[src/hdl/lcu_pkg.sv]
package lcu_pkg;

  // Line gathering
  localparam int unsigned LINE_CAPACITY = 32;
  localparam int unsigned LEN_W         = $clog2(LINE_CAPACITY + 1);
  localparam int unsigned HEAD_BYTES    = 5;
  localparam int unsigned HEAD_IDX_W    = $clog2(HEAD_BYTES);

  // Job queue between front and back
  localparam int unsigned QUEUE_DEPTH = 4;
  localparam int unsigned QPTR_W      = $clog2(QUEUE_DEPTH);
  localparam int unsigned QCNT_W      = $clog2(QUEUE_DEPTH + 1);

  // Input opcodes
  localparam logic [2:0] OP_RX      = 3'd0;
  localparam logic [2:0] OP_TICK    = 3'd1;
  localparam logic [2:0] OP_TURN    = 3'd2;
  localparam logic [2:0] OP_BRAKE   = 3'd3;
  localparam logic [2:0] OP_TAIL    = 3'd4;
  localparam logic [2:0] OP_LOWBEAM = 3'd5;

  // Register indexes on the configuration port
  localparam logic REG_BLINK_ON     = 1'b0;
  localparam logic REG_BLINK_PERIOD = 1'b1;

  localparam logic [7:0] BLINK_ON_RESET     = 8'd10;
  localparam logic [7:0] BLINK_PERIOD_RESET = 8'd20;

  // Bytes
  localparam logic [7:0] SYNC_A   = 8'hAA;
  localparam logic [7:0] SYNC_B   = 8'h55;
  localparam logic [7:0] CHAR_LF  = 8'h0A;
  localparam logic [7:0] CHAR_CR  = 8'h0D;
  localparam logic [7:0] STATE_ON  = 8'h01;
  localparam logic [7:0] STATE_OFF = 8'h00;

  localparam logic [39:0] WORD_START = "START";
  localparam logic [31:0] WORD_STOP  = "STOP";
  localparam logic [15:0] WORD_OK    = "OK";

  // Lamp identifiers
  localparam logic [2:0] LAMP_LEFT    = 3'd2;
  localparam logic [2:0] LAMP_RIGHT   = 3'd3;
  localparam logic [2:0] LAMP_BRAKE   = 3'd4;
  localparam logic [2:0] LAMP_TAIL    = 3'd5;
  localparam logic [2:0] LAMP_LOWBEAM = 3'd6;

  // Byte positions within a frame
  localparam logic [2:0] POS_SYNC_A0 = 3'd0;
  localparam logic [2:0] POS_SYNC_B0 = 3'd1;
  localparam logic [2:0] POS_ID      = 3'd2;
  localparam logic [2:0] POS_STATE   = 3'd3;
  localparam logic [2:0] POS_SYNC_B1 = 3'd4;
  localparam logic [2:0] POS_SYNC_A1 = 3'd5;

  localparam logic KIND_BYTE      = 1'b0;
  localparam logic KIND_HEARTBEAT = 1'b1;

  // One unit of output work: a heartbeat result, or one or two frames.
  typedef struct packed {
    logic       hb;
    logic       two;
    logic [2:0] id0;
    logic       on0;
    logic [2:0] id1;
    logic       on1;
  } job_t;

endpackage

[src/hdl/lcu_front.sv]
module lcu_front (
  input  logic              clk_i,
  input  logic              rst_ni,
  input  logic              in_valid_i,
  output logic              in_ready_o,
  input  logic [2:0]        opcode_i,
  input  logic [7:0]        rx_byte_i,
  input  logic signed [1:0] turn_request_i,
  input  logic              lamp_on_i,
  input  logic [7:0]        blink_on_ticks_i,
  input  logic [7:0]        blink_period_ticks_i,
  input  logic              queue_full_i,
  output logic              push_o,
  output lcu_pkg::job_t     job_o
);

  logic [lcu_pkg::LEN_W-1:0] len_q, len_d;
  logic                      ovf_q, ovf_d;
  logic [1:0]                turn_q, turn_d;
  logic [7:0]                cnt_q, cnt_d;
  logic [7:0]                last_q, last_d;
  logic [7:0]                head_q [lcu_pkg::HEAD_BYTES];
  logic                      store_en;
  logic                      accept;
  logic [lcu_pkg::LEN_W-1:0] word_len;
  logic                      is_start, is_stop, is_ok;
  logic [8:0]                period;
  logic [8:0]                cnt_ext;

  assign in_ready_o = !queue_full_i;
  assign accept     = in_valid_i && in_ready_o;
  assign word_len   = len_q - lcu_pkg::LEN_W'(1);
  assign period     = (blink_period_ticks_i == 8'd0) ? 9'd256 : {1'b0, blink_period_ticks_i};
  assign cnt_ext    = {1'b0, cnt_q};

  // Only the first five bytes can decide a match; an overflowed line is
  // rejected separately, so the rest of the line need not be kept.
  assign is_start = (word_len == lcu_pkg::LEN_W'(5)) &&
                    ({head_q[0], head_q[1], head_q[2], head_q[3], head_q[4]} ==
                     lcu_pkg::WORD_START);
  assign is_stop  = (word_len == lcu_pkg::LEN_W'(4)) &&
                    ({head_q[0], head_q[1], head_q[2], head_q[3]} == lcu_pkg::WORD_STOP);
  assign is_ok    = (word_len == lcu_pkg::LEN_W'(2)) &&
                    ({head_q[0], head_q[1]} == lcu_pkg::WORD_OK);

  always_comb begin
    len_d    = len_q;
    ovf_d    = ovf_q;
    turn_d   = turn_q;
    cnt_d    = cnt_q;
    last_d   = last_q;
    store_en = 1'b0;
    push_o   = 1'b0;
    job_o    = '0;
    if (accept) begin
      unique case (opcode_i)
        lcu_pkg::OP_RX: begin
          if (rx_byte_i == lcu_pkg::CHAR_LF && len_q == '0) begin
            // A line feed on an empty line is dropped.
          end else if (rx_byte_i == lcu_pkg::CHAR_LF && last_q == lcu_pkg::CHAR_CR) begin
            // SHOW and any other line give nothing.
            if (!ovf_q) begin
              if (is_start) begin
                push_o    = 1'b1;
                job_o.id0 = lcu_pkg::LAMP_LOWBEAM;
                job_o.on0 = 1'b1;
              end else if (is_stop) begin
                push_o    = 1'b1;
                job_o.id0 = lcu_pkg::LAMP_LOWBEAM;
              end else if (is_ok) begin
                push_o   = 1'b1;
                job_o.hb = 1'b1;
              end
            end
            len_d = '0;
            ovf_d = 1'b0;
          end else begin
            last_d = rx_byte_i;
            if (len_q < lcu_pkg::LEN_W'(lcu_pkg::LINE_CAPACITY)) begin
              store_en = 1'b1;
              len_d    = len_q + lcu_pkg::LEN_W'(1);
            end else begin
              ovf_d = 1'b1;
            end
          end
        end
        lcu_pkg::OP_TICK: begin
          if (turn_q != 2'd0) begin
            if (cnt_ext < period) begin
              push_o    = 1'b1;
              job_o.id0 = turn_q[1] ? lcu_pkg::LAMP_LEFT : lcu_pkg::LAMP_RIGHT;
              job_o.on0 = (cnt_q < blink_on_ticks_i);
            end
            if (cnt_ext >= period - 9'd1) begin
              cnt_d = '0;
            end else begin
              cnt_d = cnt_q + 8'd1;
            end
          end
        end
        lcu_pkg::OP_TURN: begin
          cnt_d  = '0;
          turn_d = turn_request_i;
          if (turn_request_i == 2'sd0) begin
            push_o    = 1'b1;
            job_o.two = 1'b1;
            job_o.id0 = lcu_pkg::LAMP_LEFT;
            job_o.id1 = lcu_pkg::LAMP_RIGHT;
          end
        end
        lcu_pkg::OP_BRAKE: begin
          push_o    = 1'b1;
          job_o.id0 = lcu_pkg::LAMP_BRAKE;
          job_o.on0 = lamp_on_i;
        end
        lcu_pkg::OP_TAIL: begin
          push_o    = 1'b1;
          job_o.id0 = lcu_pkg::LAMP_TAIL;
          job_o.on0 = lamp_on_i;
        end
        lcu_pkg::OP_LOWBEAM: begin
          push_o    = 1'b1;
          job_o.id0 = lcu_pkg::LAMP_LOWBEAM;
          job_o.on0 = lamp_on_i;
        end
        default: begin
        end
      endcase
    end
  end

  always_ff @(posedge clk_i or negedge rst_ni) begin
    if (!rst_ni) begin
      len_q  <= '0;
      ovf_q  <= 1'b0;
      turn_q <= '0;
      cnt_q  <= '0;
    end else begin
      len_q  <= len_d;
      ovf_q  <= ovf_d;
      turn_q <= turn_d;
      cnt_q  <= cnt_d;
    end
  end

  always_ff @(posedge clk_i) begin
    last_q <= last_d;
    if (store_en && len_q < lcu_pkg::LEN_W'(lcu_pkg::HEAD_BYTES)) begin
      head_q[len_q[lcu_pkg::HEAD_IDX_W-1:0]] <= rx_byte_i;
    end
  end

endmodule

[src/hdl/lcu_queue.sv]
module lcu_queue (
  input  logic          clk_i,
  input  logic          rst_ni,
  input  logic          push_i,
  input  lcu_pkg::job_t job_i,
  output logic          full_o,
  input  logic          pop_i,
  output logic          valid_o,
  output lcu_pkg::job_t job_o
);

  lcu_pkg::job_t              mem_q [lcu_pkg::QUEUE_DEPTH];
  logic [lcu_pkg::QPTR_W-1:0] wr_q, rd_q;
  logic [lcu_pkg::QCNT_W-1:0] cnt_q;

  assign full_o  = (cnt_q == lcu_pkg::QCNT_W'(lcu_pkg::QUEUE_DEPTH));
  assign valid_o = (cnt_q != '0);
  assign job_o   = mem_q[rd_q];

  always_ff @(posedge clk_i or negedge rst_ni) begin
    if (!rst_ni) begin
      wr_q  <= '0;
      rd_q  <= '0;
      cnt_q <= '0;
    end else begin
      if (push_i) begin
        wr_q <= wr_q + lcu_pkg::QPTR_W'(1);
      end
      if (pop_i) begin
        rd_q <= rd_q + lcu_pkg::QPTR_W'(1);
      end
      if (push_i && !pop_i) begin
        cnt_q <= cnt_q + lcu_pkg::QCNT_W'(1);
      end else if (pop_i && !push_i) begin
        cnt_q <= cnt_q - lcu_pkg::QCNT_W'(1);
      end
    end
  end

  always_ff @(posedge clk_i) begin
    if (push_i) begin
      mem_q[wr_q] <= job_i;
    end
  end

endmodule

[src/hdl/lcu_back.sv]
module lcu_back (
  input  logic          clk_i,
  input  logic          rst_ni,
  input  logic          q_valid_i,
  input  lcu_pkg::job_t q_job_i,
  output logic          pop_o,
  output logic          out_valid_o,
  input  logic          out_ready_i,
  output logic          kind_o,
  output logic [7:0]    tx_byte_o,
  output logic          frame_end_o,
  output logic          last_o
);

  lcu_pkg::job_t job_q, job_d;
  logic          busy_q, busy_d;
  logic [2:0]    idx_q, idx_d;
  logic          sel_q, sel_d;
  logic          valid_q, valid_d;
  logic          kind_q, kind_d;
  logic [7:0]    byte_q, byte_d;
  logic          fend_q, fend_d;
  logic          last_q, last_d;
  logic          advance;
  logic [2:0]    cur_id;
  logic          cur_on;
  logic          job_done;

  assign advance = !valid_q || out_ready_i;
  assign pop_o   = !busy_q && q_valid_i;
  assign cur_id  = sel_q ? job_q.id1 : job_q.id0;
  assign cur_on  = sel_q ? job_q.on1 : job_q.on0;
  assign job_done = !job_q.two || sel_q;

  always_comb begin
    job_d   = job_q;
    busy_d  = busy_q;
    idx_d   = idx_q;
    sel_d   = sel_q;
    valid_d = valid_q;
    kind_d  = kind_q;
    byte_d  = byte_q;
    fend_d  = fend_q;
    last_d  = last_q;
    if (pop_o) begin
      job_d  = q_job_i;
      busy_d = 1'b1;
      idx_d  = '0;
      sel_d  = 1'b0;
    end
    if (advance) begin
      valid_d = busy_q;
      if (busy_q) begin
        if (job_q.hb) begin
          kind_d = lcu_pkg::KIND_HEARTBEAT;
          byte_d = 8'h00;
          fend_d = 1'b0;
          last_d = 1'b1;
          busy_d = 1'b0;
        end else begin
          kind_d = lcu_pkg::KIND_BYTE;
          unique case (idx_q)
            lcu_pkg::POS_SYNC_A0: byte_d = lcu_pkg::SYNC_A;
            lcu_pkg::POS_SYNC_B0: byte_d = lcu_pkg::SYNC_B;
            lcu_pkg::POS_ID:      byte_d = {5'd0, cur_id};
            lcu_pkg::POS_STATE:   byte_d = cur_on ? lcu_pkg::STATE_ON : lcu_pkg::STATE_OFF;
            lcu_pkg::POS_SYNC_B1: byte_d = lcu_pkg::SYNC_B;
            default:              byte_d = lcu_pkg::SYNC_A;
          endcase
          fend_d = (idx_q == lcu_pkg::POS_SYNC_A1);
          last_d = fend_d && job_done;
          if (fend_d) begin
            idx_d = '0;
            if (job_done) begin
              busy_d = 1'b0;
            end else begin
              sel_d = 1'b1;
            end
          end else begin
            idx_d = idx_q + 3'd1;
          end
        end
      end
    end
  end

  always_ff @(posedge clk_i or negedge rst_ni) begin
    if (!rst_ni) begin
      busy_q  <= 1'b0;
      valid_q <= 1'b0;
      idx_q   <= '0;
      sel_q   <= 1'b0;
    end else begin
      busy_q  <= busy_d;
      valid_q <= valid_d;
      idx_q   <= idx_d;
      sel_q   <= sel_d;
    end
  end

  always_ff @(posedge clk_i) begin
    job_q  <= job_d;
    kind_q <= kind_d;
    byte_q <= byte_d;
    fend_q <= fend_d;
    last_q <= last_d;
  end

  assign out_valid_o = valid_q;
  assign kind_o      = kind_q;
  assign tx_byte_o   = byte_q;
  assign frame_end_o = fend_q;
  assign last_o      = last_q;

endmodule

[src/hdl/lamp_command_uart_controller.sv]
// With the back idle, a result-producing item passes the job queue, the back's job register
// and its output register before tvalid rises on the master side; bytes then follow one per
// cycle while tready stays high. The front takes one item per cycle while its four-job queue
// has room; the back emits one byte per cycle while tready stays high, loading each job first.
// Reset clears the line length, overflow flag, turn state, blink counter, job queue and
// output valid; the blink registers return to 10 and 20. No clearing pass is needed.
module lamp_command_uart_controller (
  input  logic        clk_i,
  input  logic        rst_ni,
  input  logic        s_axis_tvalid_i,
  output logic        s_axis_tready_o,
  input  logic [15:0] s_axis_tdata_i,  // rx_byte[7:0], turn_request[9:8], lamp_on[10], zeros
  input  logic [2:0]  s_axis_tuser_i,  // opcode[2:0]
  output logic        m_axis_tvalid_o,
  input  logic        m_axis_tready_i,
  output logic [7:0]  m_axis_tdata_o,  // tx_byte[7:0]
  output logic [1:0]  m_axis_tuser_o,  // kind[0], frame_end[1]
  output logic        m_axis_tlast_o,
  input  logic        psel_i,
  input  logic        penable_i,
  input  logic        pwrite_i,
  input  logic [2:0]  paddr_i,
  input  logic [31:0] pwdata_i,
  output logic [31:0] prdata_o,
  output logic        pready_o
);

  logic [7:0]    blink_on_q;
  logic [7:0]    blink_period_q;
  logic          cfg_write;
  logic          queue_full;
  logic          push;
  lcu_pkg::job_t push_job;
  logic          pop;
  logic          q_valid;
  lcu_pkg::job_t q_job;
  logic          out_kind;
  logic          out_fend;

  assign pready_o  = 1'b1;
  assign cfg_write = psel_i && penable_i && pwrite_i && pready_o;
  assign prdata_o  = {24'd0, (paddr_i[2] == lcu_pkg::REG_BLINK_PERIOD) ? blink_period_q
                                                                        : blink_on_q};

  always_ff @(posedge clk_i or negedge rst_ni) begin
    if (!rst_ni) begin
      blink_on_q     <= lcu_pkg::BLINK_ON_RESET;
      blink_period_q <= lcu_pkg::BLINK_PERIOD_RESET;
    end else if (cfg_write) begin
      if (paddr_i[2] == lcu_pkg::REG_BLINK_PERIOD) begin
        blink_period_q <= pwdata_i[7:0];
      end else begin
        blink_on_q <= pwdata_i[7:0];
      end
    end
  end

  lcu_front u_front (
    .clk_i                (clk_i),
    .rst_ni               (rst_ni),
    .in_valid_i           (s_axis_tvalid_i),
    .in_ready_o           (s_axis_tready_o),
    .opcode_i             (s_axis_tuser_i),
    .rx_byte_i            (s_axis_tdata_i[7:0]),
    .turn_request_i       (s_axis_tdata_i[9:8]),
    .lamp_on_i            (s_axis_tdata_i[10]),
    .blink_on_ticks_i     (blink_on_q),
    .blink_period_ticks_i (blink_period_q),
    .queue_full_i         (queue_full),
    .push_o               (push),
    .job_o                (push_job)
  );

  lcu_queue u_queue (
    .clk_i   (clk_i),
    .rst_ni  (rst_ni),
    .push_i  (push),
    .job_i   (push_job),
    .full_o  (queue_full),
    .pop_i   (pop),
    .valid_o (q_valid),
    .job_o   (q_job)
  );

  lcu_back u_back (
    .clk_i       (clk_i),
    .rst_ni      (rst_ni),
    .q_valid_i   (q_valid),
    .q_job_i     (q_job),
    .pop_o       (pop),
    .out_valid_o (m_axis_tvalid_o),
    .out_ready_i (m_axis_tready_i),
    .kind_o      (out_kind),
    .tx_byte_o   (m_axis_tdata_o),
    .frame_end_o (out_fend),
    .last_o      (m_axis_tlast_o)
  );

  assign m_axis_tuser_o = {out_fend, out_kind};

endmodule
[config.mk]
export PLATFORM = sky130hd
export DESIGN_NAME = lamp_command_uart_controller
export DESIGN_NICKNAME = d
export VERILOG_FILES = /design/src/hdl/lcu_pkg.sv /design/src/hdl/lcu_front.sv /design/src/hdl/lcu_queue.sv /design/src/hdl/lcu_back.sv /design/src/hdl/lamp_command_uart_controller.sv
export SDC_FILE = /design/constraint.sdc
export NUM_CORES = 1
export LEC_CHECK = 0
export ABC_CLOCK_PERIOD_IN_PS = 9500
export BUFFER_PORTS_ARGS = -buffer_cell sky130_fd_sc_hd__buf_2
export CAP_MARGIN = 0
export CORE_MARGIN = 10
export CORE_UTILIZATION = 60
export DETAILED_ROUTE_END_ITERATION = 7
export GPL_TIMING_DRIVEN = 0
export PLACE_DENSITY = 0.95
export SLEW_MARGIN = 40
export SYNTH_ARGS = -nofsm -noshare
export SYNTH_HDL_FRONTEND = slang
export SYNTH_HIERARCHICAL = 1
export SYNTH_SLANG_ARGS = --single-unit
[constraint.sdc]
create_clock -name clk_i -period 9.5 [get_ports clk_i]
set_input_delay 1.425 -clock clk_i [delete_from_list [all_inputs] [get_ports clk_i]]
set_output_delay 1.425 -clock clk_i [all_outputs]
set_load 0.03 [all_outputs]
==> results.py <==
metrics = {
    "cts": {
        "path_clk_slew_ns": 0.06,
        "numCtsBuffers": 17,
        "cts.sinks": 152,
        "cts_buffer_depth": 2,
        "root_buffer": "clkbuf_16",
        "cts_tree": "yes",
        "post-cts-setup-buffers": 0,
        "cts_resized": 0,
        "cts_max_level": 4,
        "postCtsHoldBufs": 0,
        "clk_latency_ns": 0.42,
    },
    "min_path": {
        "min_from": "u_queue/cnt_q[2]",
        "min_path_type": "flip-flop to flip-flop",
    },
    "critical_path": {
        "path_class": "input port to flip-flop",
        "crit_buf_inv": 2,
        "worstPathCellList": "buf_2, or4bb_1, nor4_4, nand3_2, nor4_4, a21oi_1, a31oi_1, ha_1, inv_1, fa_1, xor2_1, nor2_1, xor2_1",
        "max_stage_delay_ns": 0.57,
        "startpoint": "s_axis_tdata_i[3]",
        "regToRegStartpoint": "u_front/len_q[1]",
        "critPathMaxFanout": 8,
        "endpoint_kind": "flip-flop",
        "cp_top_family": "simple AND/OR/NAND/NOR gates",
        "cp_slowest_cell": "or4bb_1",
        "worst_ep_required_time_ns": 9.84,
        "arrival_ns": 5.01,
        "cp-start-kind": "input port",
    },
    "finish": {
        "areaGrowthSynthToFinish_pct": 15.4,
        "drive_above_1_share_pct": 27.6,
        "antenna_cells": 0,
        "final_cell_mix": "edfxtp_1 (106), buf_2 (51), dfrtp_1 (42), buf_4 (37), ha_1 (37)",
        "utilization_pct": 71.3,
        "final_common_cell": "edfxtp_1",
        "nets": 748,
    },
    "die": {
        "io_pins": 107,
        "num_rows": 40,
        "core_area_um2": 12100,
        "die_area_um2": 17300,
        "die-height_um": 132,
        "start_util_pct": 61.8,
        "die_w_um": 132,
    },
    "yosys": {
        "synthFlopType": "edfxtp_1",
        "synth_area_um2": 7490,
        "async_flop_share_pct": 30.3,
        "synth_seq_cells": 152,
        "syn_area_per_cell_um2": 13.5,
        "yosys_warnings": 6,
        "ys_seq_area_share_pct": 58.0,
        "synth_edf_count": 106,
        "synthCells": 556,
        "synth_cell_type_count": 70,
    },
    "status": {
        "status": "finished, final reports clean",
    },
    "routing": {
        "drt_iter0_markers": 270,
        "ant_nets": 0,
        "dr_total_vias": 4820,
        "wirelength_mm": 15.0,
        "firstDrtPassIters": 5,
        "route.detailed.drc": 0,
        "vias_per_cell": 5.81,
        "wl_per_cell_um": 18.1,
    },
    "flow_run": {
        "max-cap-violations": 0,
    },
    "sta": {
        "fin_skew_ns": 0.00828,
        "rsz0062_at_grt": "no",
        "relSlewSlack_pct": 49.4,
        "min_period_ns": 4.67,
        "fin_setup_tns_ns": 0,
        "slew_violations": 0,
        "period_share_pct": 49.1,
        "setup_violations": 0,
        "setup_slack_ns": 4.83,
        "hold_viol_final": 0,
        "fmax_mhz": 214,
        "tightestPinTransition_ns": 0.740,
    },
    "grt": {
        "grt_pass1_vias": 4914,
        "grt_max_degree": 47,
        "antenna_found_initial": 0,
        "grt_pass1_wl_mm": 24.4,
        "grt.overflow.total": 0,
        "grt.total_usage_pct": 17.2,
    },
    "placed_design": {
        "dpl.hpwl_mm": 10.4,
        "place_congestion": 0.900,
        "port_buffers": 49,
        "pre_cts_slack_ns": 4.40,
    },
    "power": {
        "power.density_nw_per_um2": 251,
        "vdd_drop_max_uv": 150,
        "p_leak_nw": 3.49,
    },
}
==> per-stage QoR <==
step / hold slack, ns / cells / cell area [um2] / power (mW)
2_1_floorplan: 0.449 / 580 / 7580 / 1.38
3_3_place_gp: 0.462 / 797 / 8030 / 1.50
3_5_place_dp: 0.473 / 798 / 8070 / 1.55
4_1_cts: 0.500 / 830 / 8610 / 2.17
5_1_grt: 0.509 / 830 / 8640 / 2.28
6_report: 0.497 / 830 / 8640 / 2.16
==> metal layers <==
metal  up-vias  wire length, um  global-route usage [%]
met2       216             7610                    28.6
met5         -                0                       0
met4         0              287                    7.35
met3        30              851                    4.34
met1      2372             6290                    20.7
li1       2202                -                       -
==> power by group <==
part | internal, mW | switching, mW | total, mW
logic | 0.258 | 0.375 | 0.633
registers | 0.840 | 0.0770 | 0.917
clock network | 0.341 | 0.273 | 0.614
==> registers in the layout, indices dropped and copies added (netlist names), 2 cells and up <==
name and flops:
u_front/last_q 8, blink_on_q 8, u_queue/cnt_q 3, blink_period_q 8, u_queue/wr_q 2, u_queue/rd_q 2
u_back/job_q 10, u_front/cnt_q 8, u_front/head_q 40, u_back/idx_q 3, u_front/len_q 6, u_front/turn_q 2
u_back/tx_byte_o 5, u_queue/mem_q 40
==> final cells by class <==
cell class	instances	area [um2]
multi-input cells	344	2800
well taps	168	210
clock inverters	13	110
repair buffers	50	253
fillers	780	3470
plain buffers	49	367
clock buffers	19	433
inverters	35	131
flip-flops and latches	152	4340
==> Yosys cell counts (all sizes together), types with 4 or more instances <==
library cell  instances  share of area (%)
ha                   37                6.2
nor3b                 6               0.60
nor2b                 4               0.33
nand4b                5               0.79
dfrtp                42                 14
o21ai                17                1.1
o41ai                 4               0.47
nor3                 13               0.87
clkbuf                5               0.25
a22o                  6               0.72
xnor2                10                1.2
buf                  44                4.6
xor2                  6               0.70
nand2                14               0.70
or4                   6               0.70
mux4                 10                3.1
nor2                 26                1.3
nand2b               14                1.2
a211oi                4               0.40
edfxtp              106                 43
and3                  4               0.33
mux2                 27                4.1
a31oi                 7               0.58
inv                  35                1.8
a21oi                16                1.1
nand4                 8               0.87
mux2i                 4               0.53
nor4                 13                1.5
dfstp                 4                1.4
nand3                 9               0.84
and2                  8               0.67
==> worst reg2reg max path, stage by stage, from the launching register on <==
cell and delay [ns]:
dfrtp_1 0.42, clkbuf_1 0.46, inv_1 0.27, ha_1 0.32
xor2_1 0.19, or4b_2 0.63, nor4_1 0.32, or2_2 0.18
a21oi_1 0.06, a31oi_1 0.57, ha_1 0.31, inv_1 0.06
fa_1 0.38, xor2_1 0.15, nor2_1 0.11, xor2_1 0.15
==> final timing paths <==
kind,slack [ns],end,cells after the start
setup / recovery,4.83,u_queue/cnt_q[2],13
max in group asynchronous,8.10,u_queue/cnt_q[0],1
min in group asynchronous,1.01,u_front/len_q[0],1
setup reg to reg,4.84,u_queue/cnt_q[2],15
hold / removal,0.50,u_queue/cnt_q[2],1
hold reg to reg,0.50,u_queue/cnt_q[2],1
==> kinds of logic after synthesis <==
kind of cell | count (synthesis) | share of synthesized area [%]
buffers and inverters | 84 | 6.65
adder cells (fa/ha/maj) | 38 | 6.45
AND/OR/NAND/NOR | 149 | 12.9
other | 3 | 0.150
AO/OA/AOI/OAI | 73 | 6.37
multiplexers | 41 | 7.70
flip-flops | 152 | 58.0
XOR/XNOR | 16 | 1.87
(Power assumes the default switching activity.)
